--- config.mk ---
export PLATFORM = sky130hd
export DESIGN_NAME = ogf_ram
export DESIGN_NICKNAME = d
export VERILOG_FILES = /design/src/hw/rtl/ogf_ram.sv
export SDC_FILE = /design/constraint.sdc
export NUM_CORES = 2
export LEC_CHECK = 0
export BUFFER_PORTS_ARGS = -buffer_cell sky130_fd_sc_hd__buf_2
export CAP_MARGIN = 20
export CORE_UTILIZATION = 57
export DETAILED_ROUTE_END_ITERATION = 10
export HOLD_SLACK_MARGIN = 0.08
export PLACE_DENSITY = 0.76
export SLEW_MARGIN = 20
export SYNTH_ARGS = -nofsm -noshare
export SYNTH_HDL_FRONTEND = slang
export SYNTH_SLANG_ARGS = --single-unit
--- constraint.sdc ---
create_clock -name clk -period 2.2 [get_ports clk]
set_clock_uncertainty 0.1 [all_clocks]
set_input_delay 0.11 -clock clk [delete_from_list [all_inputs] [get_ports clk]]
set_output_delay 0.11 -clock clk [all_outputs]
set_load 0.01 [all_outputs]
--- src/hw/rtl/ogf_ram.sv ---
`timescale 1ns / 1ps
// Generic single-port RAM with one write or read per cycle and registered read data.
// No dependencies.
module ogf_ram #(
	parameter int WIDTH = 8,
	parameter int DEPTH = 256,
	localparam int AW = $clog2(DEPTH)
) (
	input  logic             clk,
	input  logic             we,
	input  logic             re,
	input  logic [AW-1:0]    addr,
	input  logic [WIDTH-1:0] wdata,
	output logic [WIDTH-1:0] rdata
);

	logic [WIDTH-1:0] mem_q [DEPTH];

	always_ff @(posedge clk) begin
		if (we) begin
			mem_q[addr] <= wdata;
		end
		if (re) begin
			rdata <= mem_q[addr];
		end
	end

endmodule

==> reports/results.ini <==
[routing]
via_per_inst=6.67
ant_nets=0
dr.first_iter.drc_count=5229
vias=40600
wire_per_inst_um=32.3
drc_errors=0
dr.pass1.iters=6
routed_wl_um=197000

[placed_design]
dpl_cell_area_um2=86900
place_ws_ps=-1220
hpwlAfterDp_um=120000
place_congestion=0.900
port_buffers=26
dp_cells=5723

[worst_setup_path]
path_buf_inv=1
critPathTopFamily=compound AO/OA/AOI/OAI gates
cp_slowest_cell=mux4_2
r2r_cells=6
start_kind=register
ff2ff_setup_slack_ps=-230
worstPathMaxFanout=1
slowest_delay_ps=520
worstSetupPathDepth=6
cp_cell_sequence=mux4_2, a22oi_2, a21oi_2, o41ai_4, buf_4, nand4_1
end_kind=register
reg2reg_to=rdata[2]$_DFFE_PP_
cp.arrival_ps=2900
r2r-start=mem_q[187][2]$_DFFE_PP_
critPathKind=reg -> reg
crit_required_ps=2670

[power_and_ir_drop]
internal_power_mw=62.6
power_density_nw_per_um2=846
switchingPower_mw=17.0
swShare_pct=21.4
pwr-share-comb_pct=5.6
pwr-share-clk_pct=40.0
seq_power_share_pct=54.3
power_mw=79.6
vdd_drop_max_mv=0.997
p_leak_nw=29.6

[global_route]
global_route.overflow_total=0
grt_usage_pct=28.6
grt_max_degree=101
grt_antenna_before_repair=7
grt_pass1_wl_um=285000
grt_pass1_vias=41800

[finish]
syn_to_final_growth_pct=19.7
finalNonFillerCells=6091
drive_gt1_share_pct=39.3
n_fill_cell=7741
layout.nets=4171
final_area_um2=94100

[logic_synthesis]
synthCells=3547
synth_nets=3566
syn_area_um2=78600
avgSynthCellArea_um2=22.2
ys_types=21
yosys_register_bits=2056
synth.yosys.seq_area_share_pct=78.6
yosysWarnings=0

[clocking]
clkSinkCount=2056
htree_levels=4
insertion_delay_ps=830
clk_pin_slew_worst_paths_ps=70
clockBufferDepth=3
cts_buffers=190
cts_tree=done
cts-root-buf=clkbuf_16

[floorplanning]
dieHeight_um=373
core_area_um2=136000
io_pins=27
die_x_um=373
dieArea_um2=139000
initial_core_util_pct=57.7
row_count=135

[sta]
timing.final.ws_setup_ps=-230
maxSlewHeadroom_pct=57.2
whs_ps=220
rsz0062_at_grt=yes
post-route-period-util_pct=110
fin_crit_ps=2430
drv_slew=0
max_freq_mhz=412
worst_pin_slew_ps=642
final-hold-violation-count=0
setup_viol=8

[min_path]
hp-class=in -> reg
min_from=re
worstHoldEndpoint=rdata[1]$_DFFE_PP_
min_path_cells=2

[outcome]
failed_checks=setup timing
run_status=complete, but fails checks

[run]
maxCapViolations=0

[worst max-delay path by stage]
stage,from,end,slack [ps]
global placement,addr[0],rdata[1]$_DFFE_PP_,-1160
detailed placement,addr[0],rdata[2]$_DFFE_PP_,-1220
finish,mem_q[187][2]$_DFFE_PP_,rdata[2]$_DFFE_PP_,-230
floorplan,addr[1],mem_q[102][0]$_DFFE_PP_,-130
global route,mem_q[98][6]$_DFFE_PP_,rdata[6]$_DFFE_PP_,-260
CTS,mem_q[91][4]$_DFFE_PP_,rdata[4]$_DFFE_PP_,-270
[routing by layer]
layer | wire length (um) | part of all wire (%) | track usage (%)
met1 | 71200 | 36 | 38.4
met5 | 59 | 0.030 | 0
met3 | 21800 | 11 | 7.06
met4 | 7710 | 3.9 | 11.5
met2 | 96300 | 49 | 45.4
[final cells by class]
| cell class | instances | area [um2] | share of cell area (%) |
|---|---|---|---|
| diodes | 3 | 7.51 | 0.00798 |
| well taps | 1781 | 2230 | 2.37 |
| repair buffers | 645 | 6700 | 7.12 |
| clock buffers | 233 | 4980 | 5.29 |
| clock inverters | 114 | 1030 | 1.09 |
| multi-input cells | 1258 | 17400 | 18.5 |
| flip-flops and latches | 2056 | 61700 | 65.6 |
| inverters | 1 | 3.75 | 0.00399 |
[cells in the final DEF, fill, tap and decap left out, drive strengths merged]
cell         Yosys  final
or2              2      2
bufinv           0     12
nor3            30     30
a22oi          256    256
buf             87    619
nand2           28     28
dlygate4sd3      0     18
nand3           13     13
inv              1      5
a21oi          128    128
edfxtp        2056   2056
or3              1      1
clkinvlp         0      6
nand4            8      8
clkbuf         145    241
diode            0      3
nor2b            7      7
clkinv           0     92
o41ai           32     32
nand2b           6      6
nor2           232    232
mux4           512    512
and2             3      3
[timing repair]
action,4_1_cts,5_1_grt
pin swaps,27,39
gates resized for setup,93,85
setup buffers,0,1
setup endpoints to repair,8,16
endpoints found under the hold margin,2171,0
hold buffers,18,0
[power by group through the flow]
stage | clock network [mW] | registers [mW] | logic, mW
finish | 31.9 | 43.2 | 4.47
global route | 33.6 | 43.2 | 4.64
CTS | 32.2 | 43.2 | 4.35
detailed placement | 0 | 44.1 | 4.17
global placement | 0 | 44.1 | 4.07
floorplan | 0 | 44.1 | 1.96
[cells in the mapped netlist]
master | count | share of area [%]
buf_4 | 16 | 0.15
buf_1 | 19 | 0.091
and2_1 | 3 | 0.024
nand3_1 | 13 | 0.083
nor2_1 | 232 | 1.1
a22oi_1 | 256 | 2.4
buf_2 | 36 | 0.23
nand4_1 | 8 | 0.064
clkbuf_1 | 145 | 0.69
nor3_1 | 30 | 0.19
or3_1 | 1 | 0.0080
or2_2 | 2 | 0.016
nand2_1 | 28 | 0.13
nand2b_1 | 6 | 0.048
edfxtp_1 | 2056 | 79
inv_1 | 1 | 0.0048
buf_6 | 16 | 0.23
nor2b_1 | 7 | 0.056
a21oi_1 | 128 | 0.82
mux4_2 | 512 | 15
o41ai_1 | 32 | 0.36
[per-stage QoR]
stage	util [%]	TNS, ps
CTS	68.8	-2280
finish	69.1	-1440
floorplan	-	-64220
detailed placement	63.8	-96440
global route	69.1	-1570
global placement	63.8	-67930
[flip-flops by register name, summed over array words and instances, names as in the netlist]
register,flops
rdata,8
mem_q,2048
[cell families after synthesis]
logic type	Yosys count	synth area share, %
DFF	2056	78.6
muxes	512	14.7
buffers and inverters	233	1.40
and+or+nand+nor	330	1.73
AOI/OAI and AO/OA	416	3.62
Note: power is estimated with default switching activity, not from simulation.
