$ cat src/hw/rtl/ogf_pkg.sv
`timescale 1ns / 1ps
// Package for the occupancy grid fusion block: sizes, register indexes,
// sequencer states and the divider request and response types.
// No dependencies.
package ogf_pkg;

	localparam int MAX_WIDTH  = 256;
	localparam int MAX_HEIGHT = 256;
	localparam int LOCAL_SIZE = 256;
	localparam int CELLS      = MAX_WIDTH * MAX_HEIGHT;
	localparam int ADDR_W     = $clog2(CELLS);

	localparam int DIM_W   = 9;
	localparam int COORD_W = 8;
	localparam int PROD_W  = 25;
	localparam int NUM_W   = 36;
	localparam int MAG_W   = 35;
	localparam int DIV_W   = 17;
	localparam int CNT_W   = $clog2(MAG_W + 1);

	localparam logic [2:0] REG_MAP_WIDTH      = 3'd0;
	localparam logic [2:0] REG_MAP_HEIGHT     = 3'd1;
	localparam logic [2:0] REG_MAP_RESOLUTION = 3'd2;
	localparam logic [2:0] REG_MAP_ORIGIN_X   = 3'd3;
	localparam logic [2:0] REG_MAP_ORIGIN_Y   = 3'd4;

	localparam logic CMD_FUSE = 1'b0;
	localparam logic CMD_READ = 1'b1;

	localparam logic [7:0] CELL_UNKNOWN = 8'hFF;
	localparam logic signed [8:0] OCC_MID = 9'sd50;

	typedef enum logic [3:0] {
		ST_CLEAR,
		ST_IDLE,
		ST_MUL,
		ST_NUM,
		ST_DIV_GO,
		ST_DIV_WAIT,
		ST_IDX,
		ST_RCHK,
		ST_RD,
		ST_DECIDE,
		ST_FIN
	} ogf_state_t;

	typedef struct packed {
		logic             start;
		logic [MAG_W-1:0] dividend;
		logic [DIV_W-1:0] divisor;
	} div_req_t;

	typedef struct packed {
		logic             done;
		logic [MAG_W-1:0] quotient;
	} div_rsp_t;

endpackage

$ cat src/hw/rtl/ogf_div.sv
`timescale 1ns / 1ps
// Restoring divider for unsigned magnitudes, one quotient bit per cycle.
// Depends on ogf_pkg.
module ogf_div import ogf_pkg::*; (
	input  logic     clk,
	input  logic     arst_n,
	input  div_req_t req,
	output div_rsp_t rsp
);

	logic             busy_q;
	logic             done_q;
	logic [CNT_W-1:0] count_q;
	logic [DIV_W-1:0] rem_q;
	logic [DIV_W-1:0] divisor_q;
	logic [MAG_W-1:0] quo_q;
	logic [DIV_W:0]   shifted;
	logic [DIV_W+1:0] diff;
	logic             ge;

	assign shifted = {rem_q, quo_q[MAG_W-1]};
	assign diff    = {1'b0, shifted} - {2'b00, divisor_q};
	assign ge      = ~diff[DIV_W+1];

	always_ff @(posedge clk or negedge arst_n) begin
		if (!arst_n) begin
			busy_q  <= 1'b0;
			done_q  <= 1'b0;
			count_q <= '0;
		end else begin
			done_q <= 1'b0;
			if (req.start) begin
				busy_q  <= 1'b1;
				count_q <= CNT_W'(MAG_W);
			end else if (busy_q) begin
				count_q <= count_q - 1'b1;
				if (count_q == CNT_W'(1)) begin
					busy_q <= 1'b0;
					done_q <= 1'b1;
				end
			end
		end
	end

	always_ff @(posedge clk) begin
		if (req.start) begin
			quo_q     <= req.dividend;
			rem_q     <= '0;
			divisor_q <= req.divisor;
		end else if (busy_q) begin
			rem_q <= ge ? diff[DIV_W-1:0] : shifted[DIV_W-1:0];
			quo_q <= {quo_q[MAG_W-2:0], ge};
		end
	end

	assign rsp.done     = done_q;
	assign rsp.quotient = quo_q;

endmodule

$ cat config.mk
export PLATFORM = sky130hd
export DESIGN_NAME = ogf_div
export DESIGN_NICKNAME = d
export VERILOG_FILES = /design/src/hw/rtl/ogf_pkg.sv /design/src/hw/rtl/ogf_div.sv
export SDC_FILE = /design/constraint.sdc
export NUM_CORES = 1
export LEC_CHECK = 0
export ABC_CLOCK_PERIOD_IN_PS = 3000
export BUFFER_PORTS_ARGS = -buffer_cell sky130_fd_sc_hd__buf_2
export CAP_MARGIN = 20
export CORE_UTILIZATION = 35
export CTS_CLUSTER_SIZE = 10
export DETAILED_ROUTE_END_ITERATION = 8
export GPL_ROUTABILITY_DRIVEN = 0
export PLACE_DENSITY = 0.6
export SLEW_MARGIN = 10
export SYNTH_ARGS = -nofsm -noshare
export SYNTH_HDL_FRONTEND = slang
export SYNTH_SLANG_ARGS = --single-unit
$ cat constraint.sdc
create_clock -name clk -period 3 [get_ports clk]
set_clock_uncertainty 0.05 [all_clocks]
set_input_delay 0.3 -clock clk [delete_from_list [all_inputs] [get_ports clk]]
set_output_delay 0.3 -clock clk [all_outputs]
set_load 0.01 [all_outputs]
==> metrics.txt <==
cell accounting for the most synthesized area=sky130_fd_sc_hd__edfxtp_1; worst min-delay path startpoint=req[7]; clock-pin slew on the worst setup and hold paths=0.06 ns; final hold violation count=0; measured slew at the worst slew-check pin=0.725 ns; number of detailed-route iterations in the first pass=6; result of the run=finished, violations left; final-layout setup total negative slack=0 ns; maximum number of pins on one net before global-route repair=61; Synth-to-Final Area Change=20.9%; Post-DRT Antenna Nets=0; utilization after layout=44.2%; synthesized cell area=4250 µm²; post-route insts no fill=612; final period utilization=93.3%; biggest area contributors in the synthesized netlist=sky130_fd_sc_hd__edfxtp_1 37%, sky130_fd_sc_hd__mux2_2 9.3%, sky130_fd_sc_hd__dfxtp_1 8.0%; share of power burned in registers=34.9%; Internal Dissipation=0.00266 W; area of the multi-input gates=1980 µm²; insertion delay of the later-clocked pin in the worst-skew pair=0.35 ns; unrepaired setup endpoints after global routing=no; switching part of the total=36.5%; initial cell density of the core=36.6%; remaining global-route overflow=0; final HPWL from detailed placement=7080 µm; proportion of layout cells with a drive suffix above 1=32.8%; R2R setup slack=0.20 ns; Syn. warnings=0; kind of path behind the tightest hold check=in -> reg; final worst path period need=2.80 ns; I/O Pins=91; Slew Limit Fails=0; Via density=5.29; Iter 0 DRT Violations=216; synthesized net count=449; Final Hold Slack=0.0779 ns; count of cells along the worst hold path=1; library cells used by synthesis=56; number of antenna violations at the first check in global routing=0; Mean Syn Cell Area=11.4 µm²; width of the die=112 µm; DRC violations left=2; num rows=39; share of the synthesized area in the top cell type=36.7%; worst slew slack as a fraction of its limit=51.5%; Max Root-Sink Buffers=2; maximum resistive drop on vdd=0.000343 V; logic gate share of total power=40.9%; Cell Count Post-Placement=595; Mapped Cells=374; number of enable flip-flop cells after synthesis=52; FF/Latch Area=2100 µm²; CTS tree=yes; endpoint kind of the worst setup timing path=flip-flop; Fill cells=1095; sequential element share of the synthesized area=49.5%; GRT Util Overall=16.6%; die area=12600 µm²; most frequent standard cell in the layout excluding fill and tap cells=sky130_fd_sc_hd__buf_2; Data required, critical path=3.05 ns; Worst Reg-to-Reg Cells=9; WL per Instance=16.2 µm; core footprint=11600 µm²; number of flip-flops and latches in the synthesized netlist=77; H-tree depth=3; leakage component of the power=2.21 nW; share of synthesized registers carrying an async set or reset=10.4%; Port-buffer cells=90; vias in the first global route=3358; leading register cell type out of synthesis=sky130_fd_sc_hd__edfxtp_1; Detailed Route WL=9900 µm; type of the setup path with the least slack=reg -> reg; reg-to-reg critical path endpoint=quo_q[0]; # Max-Cap Violations=0; endpoints failing setup=0; violations in the final reports=DRC; Root Buffer=sky130_fd_sc_hd__clkbuf_16; clock sink count=77; startpoint of the worst-slack reg-to-reg timing path=quo_q[34]; chip height=112 µm; number of vias after detailed routing=3236; Inserted Diodes=0; highest clock frequency the design can meet=0.357 GHz; most used cells in the layout excluding fill and tap cells=90 x sky130_fd_sc_hd__buf_2, 52 x sky130_fd_sc_hd__edfxtp_1, 35 x sky130_fd_sc_hd__mux2_2; Clk pwr share=24.2%; net count reported at finish=539; pwr/cell area=815 nW/µm²; NetSw=0.00153 W; data arrival time of the critical path=2.85 ns; number of buffers created by CTS=9; critical path fanouts, max=13; post-CTS setup-driven buffer insertion count=0; first-pass GRT wire length=16300 µm; Endpoint, Worst Hold=divisor_q[7]; type of element launching the critical path=flip-flop
## through the flow
stage	setup WS, ns	total power, W	cell area (µm²)
2_1_floorplan	0.257	0.00275	4250
3_3_place_gp	0.268	0.00311	4840
3_5_place_dp	0.170	0.00312	4840
4_1_cts	0.122	0.00416	5120
5_1_grt	0.0512	0.00445	5140
6_report	0.201	0.00419	5140
## registers in the layout, indices dropped and copies added (netlist names)
register	cells
busy_q	1
done_q	1
quo_q	35
count_q	6
rem_q	17
divisor_q	17
## worst max path at each step
stage          slack (ns)       from       end
3_5_place_dp         0.17  quo_q[34]  rem_q[9]
6_report             0.20  quo_q[34]  quo_q[0]
5_1_grt              0.05  quo_q[34]  rem_q[1]
2_1_floorplan        0.26  quo_q[34]  quo_q[0]
4_1_cts              0.12  quo_q[34]  rem_q[9]
3_3_place_gp         0.27  quo_q[34]  quo_q[0]
## Yosys cell counts (all sizes together) (3+ instances only)
library cell / instances
edfxtp: 52
mux2: 35
nor2: 31
inv: 24
nand2: 24
ha: 19
dfxtp: 17
a21oi: 14
o21ai: 11
a21o: 10
a211oi: 9
buf: 9
clkbuf: 9
mux2i: 9
dfrtp: 8
nand2b: 7
nor3: 7
xnor2: 7
xor2: 6
a22oi: 5
nand3: 4
nand3b: 4
nor2b: 4
o211ai: 4
o31ai: 4
and2: 3
nand4: 3
o21a: 3
## layout make-up
cell class / count / share of cell area (%)
clock buffer: 11 / 4.72
clock inverter: 5 / 0.536
inverter: 24 / 1.75
multi-input combinational: 255 / 38.5
sequential: 77 / 40.9
tap: 143 / 3.48
timing repair buffer: 97 / 10.1
## power by group through the flow
stage	registers, W	logic, W	clock network, W
after floorplan	0.00147	0.00127	0
after global placement	0.00148	0.00163	0
after detailed placement	0.00148	0.00164	0
after CTS	0.00146	0.00166	0.00104
after global routing	0.00149	0.00188	0.00108
final	0.00146	0.00171	0.00102
## kinds of logic after synthesis
| group | share of synthesized area, % |
|---|---|
| AO/OA/AOI/OAI | 15.0 |
| adder cells (fa/ha/maj) | 6.06 |
| AND/OR/NAND/NOR | 11.0 |
| flip-flops | 49.5 |
| XOR/XNOR | 2.68 |
| multiplexers | 11.4 |
| buffers and inverters | 4.50 |
## per-layer routing
metal | up-vias | track usage (%) | part of all wire [%]
met4 | 0 | 7.20 | 2.4
met3 | 23 | 5.78 | 8.2
met1 | 1500 | 21.1 | 45
met2 | 144 | 25.5 | 44
met5 | - | 0 | 0
li1 | 1569 | - | -
## timing repair
item,in CTS,in global routing
setup endpoints to repair,0,5
endpoints found under the hold margin,8,0
hold buffers,1,0
resized for setup,0,2
## worst max-delay path, cell delays in order (launching register included)
cell                       delay [ns]
sky130_fd_sc_hd__edfxtp_1        0.40
sky130_fd_sc_hd__inv_1           0.08
sky130_fd_sc_hd__ha_1            0.16
sky130_fd_sc_hd__inv_1           0.06
sky130_fd_sc_hd__fa_1            0.41
sky130_fd_sc_hd__a21o_1          0.24
sky130_fd_sc_hd__a221oi_4        0.32
sky130_fd_sc_hd__o311ai_4        0.16
sky130_fd_sc_hd__a41o_4          0.39
sky130_fd_sc_hd__mux2_2          0.28
Power figures use the tool's default switching activity.
